File: src/rtl/sem_pkg.sv
`timescale 1ns / 1ps
// Shared types, constants and the Scharr magnitude function for the
// 3x3 edge-magnitude block. No dependencies.
package sem_pkg;

    localparam int MAX_WIDTH      = 2048;
    localparam int PIXEL_BITS     = 8;
    localparam int COL_BITS       = $clog2(MAX_WIDTH);
    localparam int EFF_WIDTH_BITS = COL_BITS + 1;
    localparam int WIDTH_BITS     = 12;
    localparam int HEIGHT_BITS    = 16;
    localparam int CFG_DATA_BITS  = 16;
    localparam int CFG_INDEX_BITS = 1;

    localparam logic [WIDTH_BITS-1:0]  WIDTH_RESET  = 12'd640;
    localparam logic [HEIGHT_BITS-1:0] HEIGHT_RESET = 16'd480;

    typedef enum logic [CFG_INDEX_BITS-1:0] {
        REG_IMAGE_WIDTH  = 1'b0,
        REG_IMAGE_HEIGHT = 1'b1
    } cfg_reg_t;

    typedef enum logic {
        MODE_PIXEL = 1'b0,
        MODE_FLUSH = 1'b1
    } item_mode_t;

    typedef logic [PIXEL_BITS-1:0] pixel_t;

    // Nine window pixels, index col*3 + row: col 0 is left, row 0 is top.
    typedef logic [8:0][PIXEL_BITS-1:0] window_t;

    // Decisions taken when a beat is accepted, carried down the pipeline.
    typedef struct packed {
        logic [COL_BITS-1:0] col;
        logic                top_from_mid;
        logic                take_pixel;
        logic                first_col;
        logic                started;
        logic                row_end;
        logic                image_end;
    } item_info_t;

    typedef struct packed {
        logic    valid;
        window_t win;
        logic    row_end;
        logic    image_end;
    } grad_beat_t;

    // 3*(a+c) + 10*b with shifts and adds; at most 4080.
    function automatic logic signed [13:0] scharr_tap(input pixel_t a, input pixel_t b,
                                                      input pixel_t c);
        logic signed [13:0] ac;
        logic signed [13:0] bb;
        ac = 14'(a) + 14'(c);
        bb = 14'(b);
        return (ac <<< 1) + ac + (bb <<< 3) + (bb <<< 1);
    endfunction

    function automatic pixel_t scharr_mag(input window_t p);
        logic signed [13:0] gx;
        logic signed [13:0] gy;
        logic [12:0]        ax;
        logic [12:0]        ay;
        logic [13:0]        sum;
        logic [11:0]        quarter;
        gx = scharr_tap(p[0], p[1], p[2]) - scharr_tap(p[6], p[7], p[8]);
        gy = scharr_tap(p[0], p[3], p[6]) - scharr_tap(p[2], p[5], p[8]);
        ax = gx[13] ? 13'(-gx) : gx[12:0];
        ay = gy[13] ? 13'(-gy) : gy[12:0];
        sum = 14'(ax) + 14'(ay);
        quarter = sum[13:2];
        return (quarter > 12'd255) ? 8'hFF : quarter[7:0];
    endfunction

endpackage

File: src/rtl/sem_grad.sv
`timescale 1ns / 1ps
// Scharr gradient magnitude on the registered window and the result
// register that drives the output channel. Uses sem_pkg.
module sem_grad (
    input  logic                 aclk,
    input  logic                 aresetn,
    input  logic                 adv,
    input  sem_pkg::grad_beat_t  beat,
    output logic                 m_valid,
    output sem_pkg::pixel_t      m_edge_value,
    output logic                 m_row_end,
    output logic                 m_image_end
);
    import sem_pkg::*;

    logic   out_valid_reg;
    pixel_t out_edge_reg;
    logic   out_row_end_reg;
    logic   out_image_end_reg;

    always_ff @(posedge aclk) begin
        if (!aresetn) begin
            out_valid_reg <= 1'b0;
        end else if (adv) begin
            out_valid_reg <= beat.valid;
        end
    end

    always_ff @(posedge aclk) begin
        if (adv) begin
            out_edge_reg      <= scharr_mag(beat.win);
            out_row_end_reg   <= beat.row_end;
            out_image_end_reg <= beat.image_end;
        end
    end

    assign m_valid      = out_valid_reg;
    assign m_edge_value = out_edge_reg;
    assign m_row_end    = out_row_end_reg;
    assign m_image_end  = out_image_end_reg;

endmodule

File: config.mk
export PLATFORM = sky130hd
export DESIGN_NAME = sem_grad
export DESIGN_NICKNAME = d
export VERILOG_FILES = /design/src/rtl/sem_pkg.sv /design/src/rtl/sem_grad.sv
export SDC_FILE = /design/constraint.sdc
export NUM_CORES = 1
export LEC_CHECK = 0
export ABC_AREA = 1
export BUFFER_PORTS_ARGS = -buffer_cell sky130_fd_sc_hd__buf_4
export CAP_MARGIN = 20
export CORE_ASPECT_RATIO = 1.1
export CORE_UTILIZATION = 30
export DETAILED_ROUTE_END_ITERATION = 8
export GPL_TIMING_DRIVEN = 0
export SYNTH_ARGS = -nofsm -noshare
export SYNTH_HDL_FRONTEND = slang
export SYNTH_SLANG_ARGS = --single-unit
File: constraint.sdc
create_clock -name aclk -period 24.2 [get_ports aclk]
set_clock_uncertainty 0.05 [all_clocks]
set_input_delay 4.84 -clock aclk [delete_from_list [all_inputs] [get_ports aclk]]
set_output_delay 4.84 -clock aclk [all_outputs]
set_load 0.05 [all_outputs]
==> flow_metrics.env <==
export IMPL_synth_distinct_cells=35
export IMPL_syn_area_mm2=0.00654
export IMPL_cts_hold_buf=0
export IMPL_final_max_slew_violation_count=0
export IMPL_fmaxAchievable_mhz=86.0
export IMPL_synthFlopType="edfxtp_1"
export IMPL_syn_inst=878
export IMPL_maxCapViolCount=0
export IMPL_ys_seq_area_share_pct=4.89
export IMPL_portBuffers=80
export IMPL_arrival_ns=11.54
export IMPL_seqCellArea_um2=320
export IMPL_cpPeakStageDelay_ns=0.55
export IMPL_hp_class="flip-flop to flip-flop"
export IMPL_layout_setup_ws_ns=12.57
export IMPL_async_reset_ff_share_pct=0
export IMPL_vias=5489
export IMPL_drc=0
export IMPL_die_y_um=157
export IMPL_synth_nets=1140
export IMPL_wl_um=14400
export IMPL_rows=56
export IMPL_initial_utilization_pct=30.6
export IMPL_ios=89
export IMPL_final_cells=1252
export IMPL_vias_per_cell=4.38
export IMPL_synth_commonest_cells="inv_1, nand2_1, fa_1, ha_1, nand3_1"
export IMPL_post_cts_buffers=0
export IMPL_track_usage_pct=13.6
export IMPL_period_share_pct=48.1
export IMPL_met2_usage_pct=24.2
export IMPL_htree_levels=1
export IMPL_overflow=0
export IMPL_firstDrtPassIters=5
export IMPL_drive_gt1_share_pct=11.5
export IMPL_die_area_mm2=0.0224
export IMPL_root_buffer="clkbuf_16"
export IMPL_drtAntennaViolNets=0
export IMPL_synth_seq_cells=11
export IMPL_grt_pass1_wl_um=24700
export IMPL_setup_viol=0
export IMPL_n_fill_cell=2283
export IMPL_grt_max_degree=13
export IMPL_run_status="finished clean"
export IMPL_worst_slew_pin_slew_ns=0.450
export IMPL_min_period_ns=11.63
export IMPL_gp_congestion=0.830
export IMPL_critPathLaunchType="primary input"
export IMPL_grtUsageMet1_pct=18.9
export IMPL_slew_headroom_pct=69.6
export IMPL_yosysMostFrequentCell="inv_1"
export IMPL_fin_hold_ws_ns=0.497
export IMPL_clock_latency_ns=0.23
export IMPL_rsz0062_at_grt="false"
export IMPL_end_kind="flip-flop"
export IMPL_synth_edff_count=10
export IMPL_postCtsResizedCells=0
export IMPL_routedWlPerCell_um=11.5
export IMPL_clock_sinks=11
export IMPL_placed_cells=1248
export IMPL_top_usage_layer="met2"
export IMPL_drt_iter0_drc=189
export IMPL_die_w_um=143
export IMPL_reg2reg_depth=2
export IMPL_path_max_fanout=10
export IMPL_synth_area_leaders="fa_1, ha_1, inv_1, nand2_1, xor2_1"
export IMPL_syn_area_per_cell_um2=7.45
export IMPL_cts_tree="done"
export IMPL_diodes=0
export IMPL_synth_warnings=0
export IMPL_yosys_area_top_type="fa_1"
export IMPL_crit_top_cell="fa_1"
export IMPL_antenna_found_initial=0
export IMPL_hpwlAfterDp_um=13600
export IMPL_setup_tns_ns=0
export IMPL_coreArea_mm2=0.0214
export IMPL_hold_depth=2
export IMPL_clockBufferDepth=2
export IMPL_grt_use_met3_pct=0.639
export IMPL_fin_nets=1225
export IMPL_area_growth_pct=15.9
export IMPL_final_hold_violation_count=0
export IMPL_path_clk_slew_ns=0.04
export IMPL_grt_pass1_vias=5383
export IMPL_numCtsBuffers=3
export IMPL_path_class="primary input to flip-flop"
export IMPL_crit_required_ns=24.11
export IMPL_pre_cts_ws_ns=12.30
export IMPL_synth_top_area_share_pct=29.4
export IMPL_slowest_stage="fa_1"
export IMPL_multi_input_area_mm2=0.00535
## flip-flops by register name (all words and copies together) (netlist names)
| signal | count |
|---|---|
| m_edge_value | 8 |
| m_image_end | 1 |
| m_row_end | 1 |
| m_valid | 1 |
## layer usage
layer  share of wire [%]  wire, um
met5                   0         0
met4                   0         0
met3                 3.4       487
met2                  46      6650
met1                  50      7210
## cell families (layout without fill, tap and decap cells)
kind of cell	Yosys count	after routing	synth area share [%]
and+or+nand+nor	322	322	21.4
AOI/OAI and AO/OA	88	88	8.11
xor gates and xnor gates	45	45	6.14
adders and majority gates	184	184	46.2
DFF	11	11	4.89
buffers and inverters	228	312	13.3
## worst paths after layout
| path | end | start | slack [ns] |
|---|---|---|---|
| setup / recovery | m_edge_value[4] | beat[50] | 12.57 |
| hold / removal | m_valid | m_valid | 0.50 |
| setup reg to reg | m_valid | m_valid | 23.53 |
| hold reg to reg | m_valid | m_valid | 0.50 |
## per-stage QoR
stage | util, % | area [um^2]
finish | 35.5 | 7590
global route | 35.5 | 7590
CTS | 35.5 | 7590
detailed placement | 35.1 | 7510
global placement | 35.1 | 7510
floorplan | - | 6540
## cell usage in the layout, fill, tap and decap left out, types with 3 or more instances in the layout
cell and instances:
o311ai_0 4, nand4_1 5, a21oi_2 5, a21o_1 6, inv_2 4, edfxtp_1 10
clkbuf_16 3, ha_1 88, a21oi_1 42, nand3_2 3, nand3b_1 7, inv_1 221
o21ai_0 9, nor3_1 5, o21ai_1 8, nor4_1 3, o21bai_1 8, nand2_1 178
nand3_1 69, a31oi_1 3, buf_4 82, xnor2_1 4, nor2_1 41, nand2_2 7
xor2_1 40, fa_1 96
## cell type report
cell class | count | area share (%)
plain buffers | 3 | 0.346
multi-input cells | 639 | 70.6
well taps | 290 | 4.78
repair buffers | 80 | 7.92
clock buffers | 4 | 1.04
inverters | 225 | 11.1
flip-flops and latches | 11 | 4.22
## critical path: cells and delay by family
kind	cells	cell delay (ns)
adders and majority gates	8	3.45
buffers and inverters	5	0.49
AOI/OAI and AO/OA	10	1.85
xor gates and xnor gates	1	0.14
and+or+nand+nor	7	0.74
Power is not shown: default switching activity piles up to over one toggle a cycle in this logic, so the estimate is an artifact.
