[config.mk]
export PLATFORM = sky130hd
export DESIGN_NAME = sem_ctrl
export DESIGN_NICKNAME = d
export VERILOG_FILES = /design/src/rtl/sem_pkg.sv /design/src/rtl/sem_ctrl.sv
export SDC_FILE = /design/constraint.sdc
export NUM_CORES = 1
export LEC_CHECK = 0
export ABC_AREA = 1
export BUFFER_PORTS_ARGS = -buffer_cell sky130_fd_sc_hd__clkbuf_2
export CAP_MARGIN = 20
export CORE_MARGIN = 2
export CORE_UTILIZATION = 35
export DETAILED_ROUTE_END_ITERATION = 8
export HOLD_SLACK_MARGIN = 0.05
export MAX_ROUTING_LAYER = met4
export PLACE_DENSITY = 0.48
export SYNTH_ARGS = -nofsm -noshare
export SYNTH_HDL_FRONTEND = slang
export SYNTH_SLANG_ARGS = --single-unit
[constraint.sdc]
create_clock -name aclk -period 5 [get_ports aclk]
set_input_delay 1 -clock aclk [delete_from_list [all_inputs] [get_ports aclk]]
set_output_delay 1 -clock aclk [all_outputs]
set_load 0.05 [all_outputs]
[src/rtl/sem_pkg.sv]
`timescale 1ns / 1ps
// Shared types, constants and the Scharr magnitude function for the
// 3x3 edge-magnitude block. No dependencies.
package sem_pkg;

    localparam int MAX_WIDTH      = 2048;
    localparam int PIXEL_BITS     = 8;
    localparam int COL_BITS       = $clog2(MAX_WIDTH);
    localparam int EFF_WIDTH_BITS = COL_BITS + 1;
    localparam int WIDTH_BITS     = 12;
    localparam int HEIGHT_BITS    = 16;
    localparam int CFG_DATA_BITS  = 16;
    localparam int CFG_INDEX_BITS = 1;

    localparam logic [WIDTH_BITS-1:0]  WIDTH_RESET  = 12'd640;
    localparam logic [HEIGHT_BITS-1:0] HEIGHT_RESET = 16'd480;

    typedef enum logic [CFG_INDEX_BITS-1:0] {
        REG_IMAGE_WIDTH  = 1'b0,
        REG_IMAGE_HEIGHT = 1'b1
    } cfg_reg_t;

    typedef enum logic {
        MODE_PIXEL = 1'b0,
        MODE_FLUSH = 1'b1
    } item_mode_t;

    typedef logic [PIXEL_BITS-1:0] pixel_t;

    // Nine window pixels, index col*3 + row: col 0 is left, row 0 is top.
    typedef logic [8:0][PIXEL_BITS-1:0] window_t;

    // Decisions taken when a beat is accepted, carried down the pipeline.
    typedef struct packed {
        logic [COL_BITS-1:0] col;
        logic                top_from_mid;
        logic                take_pixel;
        logic                first_col;
        logic                started;
        logic                row_end;
        logic                image_end;
    } item_info_t;

    typedef struct packed {
        logic    valid;
        window_t win;
        logic    row_end;
        logic    image_end;
    } grad_beat_t;

    // 3*(a+c) + 10*b with shifts and adds; at most 4080.
    function automatic logic signed [13:0] scharr_tap(input pixel_t a, input pixel_t b,
                                                      input pixel_t c);
        logic signed [13:0] ac;
        logic signed [13:0] bb;
        ac = 14'(a) + 14'(c);
        bb = 14'(b);
        return (ac <<< 1) + ac + (bb <<< 3) + (bb <<< 1);
    endfunction

    function automatic pixel_t scharr_mag(input window_t p);
        logic signed [13:0] gx;
        logic signed [13:0] gy;
        logic [12:0]        ax;
        logic [12:0]        ay;
        logic [13:0]        sum;
        logic [11:0]        quarter;
        gx = scharr_tap(p[0], p[1], p[2]) - scharr_tap(p[6], p[7], p[8]);
        gy = scharr_tap(p[0], p[3], p[6]) - scharr_tap(p[2], p[5], p[8]);
        ax = gx[13] ? 13'(-gx) : gx[12:0];
        ay = gy[13] ? 13'(-gy) : gy[12:0];
        sum = 14'(ax) + 14'(ay);
        quarter = sum[13:2];
        return (quarter > 12'd255) ? 8'hFF : quarter[7:0];
    endfunction

endpackage

[src/rtl/sem_ctrl.sv]
`timescale 1ns / 1ps
// Configuration registers and the input/output position counters.
// Decides per accepted beat where it lands and whether it yields a result. Uses sem_pkg.
module sem_ctrl (
    input  logic                                aclk,
    input  logic                                aresetn,
    input  logic                                cfg_wr_en,
    input  logic [sem_pkg::CFG_INDEX_BITS-1:0]  cfg_index,
    input  logic [sem_pkg::CFG_DATA_BITS-1:0]   cfg_data,
    input  logic                                accept,
    input  sem_pkg::item_mode_t                 mode,
    output sem_pkg::item_info_t                 info
);
    import sem_pkg::*;

    logic [WIDTH_BITS-1:0]  width_reg,  width_next;
    logic [HEIGHT_BITS-1:0] height_reg, height_next;
    logic [COL_BITS-1:0]    col_reg,    col_next;
    logic [HEIGHT_BITS-1:0] row_reg,    row_next;
    logic [COL_BITS-1:0]    ocol_reg,   ocol_next;
    logic [HEIGHT_BITS-1:0] orow_reg,   orow_next;

    logic [EFF_WIDTH_BITS-1:0] eff_w;
    logic [HEIGHT_BITS-1:0]    eff_h;
    logic [COL_BITS-1:0]       x;
    logic [EFF_WIDTH_BITS-1:0] x_inc;
    logic [EFF_WIDTH_BITS-1:0] ocol_inc;
    logic [HEIGHT_BITS:0]      orow_inc;
    logic                      started;
    logic                      row_end;
    logic                      image_end;

    always_comb begin
        if (width_reg == '0) begin
            eff_w = EFF_WIDTH_BITS'(1);
        end else if (32'(width_reg) > 32'(MAX_WIDTH)) begin
            eff_w = EFF_WIDTH_BITS'(MAX_WIDTH);
        end else begin
            eff_w = EFF_WIDTH_BITS'(width_reg);
        end
        eff_h = (height_reg == '0) ? HEIGHT_BITS'(1) : height_reg;

        // A column left over from a wider setting restarts the row.
        x = (EFF_WIDTH_BITS'(col_reg) >= eff_w) ? '0 : col_reg;
        x_inc = EFF_WIDTH_BITS'(x) + EFF_WIDTH_BITS'(1);

        started   = (row_reg >= HEIGHT_BITS'(2)) ||
                    ((row_reg == HEIGHT_BITS'(1)) && (x != '0));
        ocol_inc  = EFF_WIDTH_BITS'(ocol_reg) + EFF_WIDTH_BITS'(1);
        orow_inc  = (HEIGHT_BITS+1)'(orow_reg) + (HEIGHT_BITS+1)'(1);
        row_end   = started && (ocol_inc >= eff_w);
        image_end = row_end && (orow_inc >= (HEIGHT_BITS+1)'(eff_h));

        info.col          = x;
        info.top_from_mid = (row_reg <= HEIGHT_BITS'(1));
        info.take_pixel   = (mode == MODE_PIXEL) && (row_reg < eff_h);
        info.first_col    = (x == '0);
        info.started      = started;
        info.row_end      = row_end;
        info.image_end    = image_end;
    end

    always_comb begin
        width_next  = width_reg;
        height_next = height_reg;
        if (cfg_wr_en) begin
            unique case (cfg_reg_t'(cfg_index))
                REG_IMAGE_WIDTH:  width_next  = cfg_data[WIDTH_BITS-1:0];
                REG_IMAGE_HEIGHT: height_next = cfg_data[HEIGHT_BITS-1:0];
            endcase
        end
    end

    always_comb begin
        col_next  = col_reg;
        row_next  = row_reg;
        ocol_next = ocol_reg;
        orow_next = orow_reg;
        if (accept) begin
            if (started) begin
                ocol_next = row_end ? '0 : ocol_inc[COL_BITS-1:0];
                if (row_end && !image_end) begin
                    orow_next = orow_inc[HEIGHT_BITS-1:0];
                end
            end
            if (image_end) begin
                col_next  = '0;
                row_next  = '0;
                ocol_next = '0;
                orow_next = '0;
            end else if (x_inc >= eff_w) begin
                col_next = '0;
                row_next = row_reg + HEIGHT_BITS'(1);
            end else begin
                col_next = x_inc[COL_BITS-1:0];
            end
        end
    end

    always_ff @(posedge aclk) begin
        if (!aresetn) begin
            width_reg  <= WIDTH_RESET;
            height_reg <= HEIGHT_RESET;
            col_reg    <= '0;
            row_reg    <= '0;
            ocol_reg   <= '0;
            orow_reg   <= '0;
        end else begin
            width_reg  <= width_next;
            height_reg <= height_next;
            col_reg    <= col_next;
            row_reg    <= row_next;
            ocol_reg   <= ocol_next;
            orow_reg   <= orow_next;
        end
    end

    // The last pixel of an image returns every position counter to zero.
    a_image_end_clears: assert property (@(posedge aclk) disable iff (!aresetn)
        accept && info.image_end |=>
            (col_reg == '0) && (row_reg == '0) && (ocol_reg == '0) && (orow_reg == '0))
        else $error("counters not cleared after image end");

    // Beats that yield no result leave the output position alone.
    a_no_result_holds_out: assert property (@(posedge aclk) disable iff (!aresetn)
        accept && !info.started |=> $stable(ocol_reg) && $stable(orow_reg))
        else $error("output position moved without a result");

endmodule

==> flow_metrics.tcl, run 1 <==
set metrics [dict create \
    status "finished clean" \
    cts.path.max_buffers 2 \
    dpl-instance-area_um2 6470 \
    synthCells 868 \
    path_clk_slew_ns 0.07 \
    yosysSeqAreaShare 0.271 \
    grt_start_max_net_pins 33 \
    worstPathArrival_ns 3.69 \
    hold_path.class "flip-flop to flip-flop" \
    synth-simple-area-share 0.293 \
    core-area_um2 17100 \
    total_power_mw 1.75 \
    nFillCells 1857 \
    path_class "flip-flop to output pin" \
    post-route-min-period_ns 4.69 \
    drive_above_1_share 0.123 \
    grt_first_pass_wirelength_um 27700 \
    crit_chain "nor4_2 -> nand3_2 -> nand2_4 -> nand2_1 -> ha_1 -> a21oi_1 -> nand2_1 -> a21oi_4 -> nand2_8 -> nor2_4 -> inv_1 -> ha_1 -> o21ai_1 -> nor2_1 -> nand2_2 -> nand2_4 -> nand2_2 -> nand2_1 -> inv_1 -> clkbuf_2" \
    dp_hpwl_um 12900 \
    synth_top_family_by_area "simple AND/OR/NAND/NOR gates" \
    synthMuxAreaShare 0 \
    dieArea_um2 18400 \
    fin_nets 996 \
    avgSynthCellArea_um2 6.98 \
    synth-warning-count 0 \
    cp-end-kind "output pin" \
    drv_cap 0 \
    antenna_found_initial 0 \
    clk_latency_ns 0.35 \
    critPathMaxFanout 15 \
    n_antenna_cell 0 \
    fmax_ghz 0.213 \
    ir_drop_uv 176 \
    cts_buffers 9 \
    leakage_nw 3.18 \
    mappedNetlistArea_um2 6060 \
    wl_per_cell_um 15.0 \
    synth-xor-area-share 0.0520 \
    cp_slowest_stage_delay_ns 0.33 \
    row_count 48 \
    pre_cts_slack_ns 0.0413 \
    cp-start-kind "flip-flop" \
    ant_nets 0 \
    drtIter0Drc 296 \
    skew_ns 0.00658 \
    worst-slew-pin-transition_ns 0.805 \
    io_buffers 38 \
    power_density_nw_per_um2 252 \
    finish.utilization 0.406 \
    synth-compound-area-share 0.135 \
    synth_cell_types 44 \
    slowest_stage "dfxtp_1" \
    synthAdderAreaFrac 0.151 \
    drv_slew 0 \
    fin_area_um2 6940 \
    die_y_um 136 \
    relSlewSlack 0.463 \
    tritoncts "yes" \
    drt_pass1_iterations 5 \
    multi_input_comb_area_um2 3930 \
    die_x_um 136 \
    gp_congestion 0.838 \
    grtUsageTotal 0.198 \
    gr-total-overflow 0 \
    layout_setup_ws_ns 0.307 \
    h-tree-depth 3 \
    drt-total-wl_um 16900 \
    cts-root-buf "clkbuf_16" \
    finalCritPeriodShare 0.939 \
    vias 5573 \
    ys_ff_latch 82 \
    syn-num-nets 963 \
    io_pins 39 \
    seqCellArea_um2 1640 \
    via_per_inst 4.93 \
    drc 0 \
    grt_pass1_vias 5273 \
    start_util 0.354 \
    cp_data_required_time_ns 4.00 \
    final_hold_viol_count 0 \
    clkSinkCount 82 \
    cp_common_cell "nand2_1" \
    tns_ns 0 \
    setup_viol 0 \
    syn_to_final_growth_pct 14.5 \
]
cell type report:
| cell class | count | area share |
|---|---|---|
| clock buffer | 10 | 0.0330 |
| timing repair buffer | 51 | 0.0433 |
| inverter | 118 | 0.0638 |
| tap | 225 | 0.0406 |
| clock inverter | 6 | 0.0166 |
| sequential | 82 | 0.236 |
| multi-input combinational | 639 | 0.566 |
placed cells by master, fill, tap and decap left out, types with 2 or more instances in the layout:
master,count
nand2_1,159
inv_1,106
a21oi_1,91
dfxtp_1,82
ha_1,73
nor2_1,72
nand4_1,54
nand3_1,40
clkbuf_2,38
o21ai_0,36
xor2_1,33
nor3_1,13
buf_4,12
inv_2,9
clkbuf_16,9
nand2_2,6
o211ai_1,6
nor2_2,5
nor4_1,5
nor2_4,4
nand3b_1,3
or2_2,3
nand2_4,3
a211oi_1,3
xnor2_1,3
clkinv_1,3
bufinv_16,3
nor4_2,2
a21oi_4,2
nand2_8,2
o21ai_1,2
nand4_2,2
clkinv_4,2
metal layers:
layer  global-route usage  wire length (µm)  part of all wire
met1                0.250              8060              0.48
met3               0.0337               434             0.026
met4               0.0388               113            0.0067
met5                    -                 0                 0
met2                0.334              8320              0.49
Yosys cell counts, drive strengths merged:
cell / count / share of area
xnor2: 3 / 0.0043
xor2: 33 / 0.048
nand3b: 3 / 0.0037
o31ai: 1 / 0.0012
a211oi: 3 / 0.0037
o211a: 1 / 0.0017
nor3b: 2 / 0.0025
a221oi: 1 / 0.0014
nand4: 56 / 0.060
a21oi: 94 / 0.082
nand3: 42 / 0.037
a21o: 1 / 0.0012
nor4b: 1 / 0.0014
nand2: 169 / 0.11
a211o: 1 / 0.0014
a31oi: 1 / 0.0010
clkinv: 3 / 0.0019
o22ai: 1 / 0.0010
ha: 73 / 0.15
nor2: 81 / 0.053
clkbuf: 17 / 0.011
o211ai: 6 / 0.0074
nor4: 7 / 0.0072
nor3: 15 / 0.014
o21ai: 38 / 0.031
dfxtp: 82 / 0.27
or2: 3 / 0.0031
buf: 13 / 0.014
o41ai: 1 / 0.0014
inv: 115 / 0.071
and3: 1 / 0.0010
report_power, final:
part	switching (mW)	internal [mW]	total, mW
combinational	0.197	0.0864	0.283
sequential	0.0131	0.672	0.685
clock	0.294	0.490	0.785
path summary, 6_finish.rpt:
path / start / slack (ns) / cells after the start / end
worst max-delay path: width_reg[0]$_SDFFE_PN0P_ / 0.31 / 20 / info[1]
worst min-delay path: ocol_reg[10]$_SDFFE_PN0P_ / 0.47 / 2 / ocol_reg[10]$_SDFFE_PN0P_
worst max register to register: width_reg[0]$_SDFFE_PN0P_ / 0.38 / 27 / row_reg[3]$_SDFFE_PN0P_
worst min register to register: ocol_reg[10]$_SDFFE_PN0P_ / 0.47 / 2 / ocol_reg[10]$_SDFFE_PN0P_
metrics by stage:
step	hold WS (ns)	instances
global route	0.488	1131
finish	0.468	1131
global placement	0.460	1109
CTS	0.468	1125
detailed placement	0.457	1109
floorplan	0.444	868
worst max-delay path, delay by kind of cell, from the launching register on:
| family | cells | cell delay [ns] |
|---|---|---|
| flops | 1 | 0.33 |
| buf+inv | 3 | 0.42 |
| fa+ha+maj | 2 | 0.50 |
| simple gates | 12 | 1.64 |
| compound gates | 3 | 0.46 |
cell families (layout without fill, tap and decap cells):
family          Yosys count  count (layout)
simple gates            380             381
compound gates          149             149
buf+inv                 148             185
flops                    82              82
fa+ha+maj                73              73
xor+xnor                 36              36
timing repair:
item                                    4_1_cts  5_1_grt
hold buffers                                  0        0
endpoints found under the setup margin        0       30
gates resized for setup                       0       18
hold endpoints to repair                      0        0
buffers inserted                              0        5
No activity file was read; power rests on OpenSTA's default activity.
==> run 2: changes to the inputs <==
GPL_TIMING_DRIVEN = 0   (was default)
==> run 2 against run 1 <==
Design area increased by 3.7%. Routed wire length up 6.4%. Highest routed layer unchanged. Sequential share of layout area fell by 0.77 points. Largest power group unchanged.
==> flow_metrics.tcl, run 2 (synthesized netlist as in run 1, its figures left out) <==
set metrics [dict create \
    cts.path.max_buffers 2 \
    antenna_found_initial 0 \
    n_antenna_cell 0 \
    setup_viol 0 \
    dieArea_um2 18400 \
    power_density_nw_per_um2 237 \
    drc 0 \
    cts-root-buf "clkbuf_16" \
    dpl-instance-area_um2 6550 \
    hold_path.class "flip-flop to flip-flop" \
    ir_drop_uv 168 \
    path_buf_inv 7 \
    worst-slew-pin-transition_ns 0.636 \
    cts_buffers 9 \
    io_buffers 38 \
    cp_top_family "simple AND/OR/NAND/NOR gates" \
    start_util 0.354 \
    min_from "ocol_reg[10]$_SDFFE_PN0P_" \
    worstPathArrival_ns 3.73 \
    tns_ns 0 \
    drive_above_1_share 0.158 \
    holdPathEnd "ocol_reg[10]$_SDFFE_PN0P_" \
    grt_first_pass_wirelength_um 28600 \
    cp-end-kind "output pin" \
    drt-total-wl_um 18000 \
    rsz0062_at_grt "yes" \
    leakage_nw 3.27 \
    post-route-min-period_ns 4.73 \
    fin_nets 1028 \
    core-area_um2 17100 \
    gr-total-overflow 0 \
    h-tree-depth 3 \
    critPathMaxFanout 6 \
    cp_data_required_time_ns 4.00 \
    gp_congestion 0.850 \
    cp-start-kind "flip-flop" \
    cp_slowest_stage_delay_ns 0.35 \
    rr_worst_depth 32 \
    vias 5767 \
    fmax_ghz 0.212 \
    die_y_um 136 \
    total_power_mw 1.70 \
    path_clk_slew_ns 0.07 \
    status "finished clean" \
    via_per_inst 4.96 \
    nFillCells 1861 \
    tritoncts "yes" \
    syn_to_final_growth_pct 18.7 \
    final_hold_viol_count 0 \
    worstHoldPathCells 2 \
    slowest_stage "dfxtp_2" \
    row_count 48 \
    fin_area_um2 7200 \
    wl_per_cell_um 15.5 \
    drv_slew 0 \
    regToRegSetupSlack_ns 0.29 \
    grtUsageTotal 0.207 \
    drtIter0Drc 327 \
    mostFrequentLayoutCell "nand2_1" \
    r2r_end "row_reg[5]$_SDFFE_PN0P_" \
    dp_hpwl_um 14000 \
    rr_startpoint "width_reg[7]$_SDFFE_PN1P_" \
    die_x_um 136 \
    post_cts_hold_buffer_count 0 \
    ant_nets 0 \
    io_pins 39 \
    layout_common_cells "150 x nand2_1, 105 x inv_1, 90 x a21oi_1" \
    drv_cap 0 \
    skew_ns 0.00561 \
    drt_pass1_iterations 5 \
    grt_pass1_vias 5243 \
    path_class "flip-flop to output pin" \
    finalCritPeriodShare 0.945 \
    grt_start_max_net_pins 15 \
    cp_common_cell "nand2_1" \
    relSlewSlack 0.576 \
    clkSinkCount 82 \
    clk_latency_ns 0.35 \
]
-- run 2: cell type report --
cell class	count	area, µm²	area share
flip-flops and latches	82	1650	0.229
repair buffers	54	333	0.0463
multi-input cells	639	4020	0.559
well taps	225	282	0.0391
plain buffers	29	168	0.0233
clock inverters	6	67.6	0.00939
clock buffers	10	229	0.0318
inverters	118	447	0.0621
-- run 2: worst max path at each step --
stage | slack (ns) | endpoint | cells after the start | start
5_1_grt | -0.06 | row_reg[12]$_SDFFE_PN0P_ | 30 | width_reg[7]$_SDFFE_PN1P_
3_5_place_dp | -0.44 | row_reg[10]$_SDFFE_PN0P_ | 27 | width_reg[0]$_SDFFE_PN0P_
6_report | 0.27 | info[1] | 26 | width_reg[7]$_SDFFE_PN1P_
3_3_place_gp | -0.46 | row_reg[8]$_SDFFE_PN0P_ | 29 | width_reg[0]$_SDFFE_PN0P_
4_1_cts | 0.01 | row_reg[5]$_SDFFE_PN0P_ | 31 | width_reg[3]$_SDFFE_PN0P_
2_1_floorplan | 0.005 | row_reg[10]$_SDFFE_PN0P_ | 28 | width_reg[0]$_SDFFE_PN0P_
-- run 2: layer usage --
layer,part of all wire,vias up,track usage
li1,-,3051,-
met1,0.48,2618,0.269
met2,0.48,85,0.343
met3,0.032,13,0.0359
met4,0.0087,0,0.0353
met5,0,-,-
-- run 2: through the flow --
stage | hold WS, ns | instances | setup slack (ns) | utilization
2_1_floorplan | 0.444 | 868 | 0.00519 | -
3_5_place_dp | 0.463 | 1131 | -0.441 | 0.382
3_3_place_gp | 0.456 | 1131 | -0.461 | 0.382
5_1_grt | 0.494 | 1163 | -0.0580 | 0.420
4_1_cts | 0.472 | 1151 | 0.0115 | 0.405
6_report | 0.469 | 1163 | 0.274 | 0.420
-- run 2: timing repair --
action / 4_1_cts / 5_1_grt
hold endpoints to repair: 0 / 0
gates resized for setup: 18 / 46
gates cloned: 1 / 1
buffers inserted: 3 / 12
pin swaps: 4 / 10
endpoints found under the setup margin: 18 / 27
-- run 2: power by group --
part           internal, mW  leakage, nW  switching, mW
clock                 0.389        0.139          0.308
sequential            0.672        0.668         0.0168
combinational         0.108         2.47          0.211
total                  1.17         3.27          0.535
-- run 2: worst reg2reg max path, delay by kind of cell (launching register included) --
| kind | cells | cell delay (ns) |
|---|---|---|
| AO/OA/AOI/OAI | 5 | 0.76 |
| adder cells (fa/ha/maj) | 2 | 0.53 |
| AND/OR/NAND/NOR | 18 | 1.97 |
| flip-flops | 1 | 0.35 |
| buffers and inverters | 7 | 0.96 |
==> run 3: changes to the inputs <==
CORE_UTILIZATION = 50   (was 35)
PLACE_DENSITY = 0.65   (was 0.48)
==> run 3 against run 2 <==
Design area is 3.3% lower. Sequential power about the same. Count of clock-buffer cells in the layout up 1. Critical path type is now flip-flop to flip-flop. Clock skew up 0.00055 ns. Combinational power shrank 6.3%. First-iteration DRC count increased by 11%. Fmax is 0.28% higher.
==> flow_metrics.tcl, run 3 (synthesized netlist as in run 1, its figures left out) <==
set metrics [dict create \
    via_per_inst 5.55 \
    h-tree-depth 3 \
    n_antenna_cell 0 \
    p_seq_frac 0.409 \
    grt_first_pass_wirelength_um 27200 \
    io_buffers 38 \
    drive_above_1_share 0.137 \
    cellInternalPower_mw 1.18 \
    die_x_um 114 \
    cp-end-kind "flip-flop" \
    clkSinkCount 82 \
    grt_start_max_net_pins 14 \
    core-area_um2 11900 \
    fin_nets 1021 \
    cts-root-buf "clkbuf_16" \
    mostFrequentLayoutCell "nand2_1" \
    syn_to_final_growth_pct 14.9 \
    p_sw_frac 0.297 \
    die_y_um 114 \
    whs_ns 0.473 \
    gp_congestion 0.908 \
    gr-total-overflow 0 \
    drt_pass1_iterations 5 \
    skew_ns 0.00615 \
    antenna_found_initial 0 \
    clk_latency_ns 0.35 \
    dpl-instance-area_um2 6450 \
    cp_slowest_stage_delay_ns 0.33 \
    drv_cap 0 \
    ant_nets 0 \
    setup_viol 0 \
    netSwitchingPower_mw 0.499 \
    fin_area_um2 6960 \
    tns_ns 0 \
    cp_data_required_time_ns 5.21 \
    dp.cells 1053 \
    leakage_nw 3.23 \
    vias 5979 \
    drv_slew 0 \
    cp_common_cell "nand2_1" \
    row_count 40 \
    cts.path.max_buffers 2 \
    grtUsageTotal 0.272 \
    pwr-share-clk 0.414 \
    pwr-share-comb 0.177 \
    start_util 0.509 \
    critPathMaxFanout 10 \
    drt-total-wl_um 16600 \
    status "finished clean" \
    finalCritPeriodShare 0.943 \
    dieArea_um2 13000 \
    tritoncts "yes" \
    cp-start-kind "flip-flop" \
    worst-slew-pin-transition_ns 0.664 \
    post_cts_hold_buffer_count 0 \
    ir_drop_uv 174 \
    fmax_ghz 0.212 \
    cts_buffers 9 \
    hold_path.class "flip-flop to flip-flop" \
    final_hold_viol_count 0 \
    layout_common_cells "156 x nand2_1, 106 x inv_1, 91 x a21oi_1" \
    slowest_stage "dfxtp_1" \
    post-route-min-period_ns 4.71 \
    relSlewSlack 0.558 \
    stdcell_count 1078 \
    wl_per_cell_um 15.4 \
    total_power_mw 1.68 \
    drc 0 \
    io_pins 39 \
    dp_hpwl_um 12800 \
    path_clk_slew_ns 0.06 \
    path_class "flip-flop to flip-flop" \
    power_density_nw_per_um2 241 \
    drtIter0Drc 364 \
    worstPathArrival_ns 4.93 \
    grt_pass1_vias 5717 \
]
-- run 3: changes by cell type in the layout (fill, tap and decap cells not counted), sizes merged --
cell      delta
clkinvlp     -1
clkbuf       -1
buf          -5
-- run 3: what timing repair did --
action | in CTS | in global routing
setup buffers | 2 | 7
pin swaps | 2 | 8
setup endpoints to repair | 18 | 28
gates cloned | 0 | 1
resized for setup | 12 | 26
-- run 3: critical path: cells and delay by family, from the launching register on --
kind | cells | cell delay, ns
buf+inv | 6 | 0.79
flops | 1 | 0.33
simple gates | 18 | 2.07
compound gates | 5 | 0.84
fa+ha+maj | 2 | 0.55
-- run 3: cell type report --
cell class	count	area, µm²
fill	1191	4950
multi-input combinational	639	3960
sequential	82	1640
inverter	118	447
timing repair buffer	47	263
clock buffer	11	253
tap	147	184
buffer	29	164
clock inverter	5	52.6
-- run 3: metrics by stage --
step,utilization,setup slack (ns)
2_1_floorplan,-,0.00519
3_5_place_dp,0.541,-0.344
3_3_place_gp,0.541,-0.292
4_1_cts,0.572,0.00561
5_1_grt,0.584,-0.0474
6_report,0.584,0.287
-- run 3: worst paths after layout --
check	from	endpoint	slack [ns]	cells past startpoint
setup / recovery	width_reg[3]$_SDFFE_PN0P_	row_reg[15]$_SDFFE_PN0P_	0.29	31
hold reg to reg	ocol_reg[10]$_SDFFE_PN0P_	ocol_reg[10]$_SDFFE_PN0P_	0.47	2
setup reg to reg	width_reg[3]$_SDFFE_PN0P_	row_reg[15]$_SDFFE_PN0P_	0.29	31
hold / removal	ocol_reg[10]$_SDFFE_PN0P_	ocol_reg[10]$_SDFFE_PN0P_	0.47	2
-- run 3: layer usage --
metal	vias up	global-route usage	wire [µm]
li1	3048	-	-
met1	2767	0.325	7460
met2	126	0.458	8030
met3	38	0.0551	599
met4	0	0.0943	505
met5	-	-	0
-- run 3: power groups by stage --
stage	Sequential (mW)	Clock [mW]	Combinational (mW)
2_1_floorplan	0.695	0	0.195
3_5_place_dp	0.698	0	0.271
4_1_cts	0.684	0.707	0.279
3_3_place_gp	0.697	0	0.263
6_report	0.686	0.696	0.298
5_1_grt	0.688	0.732	0.331
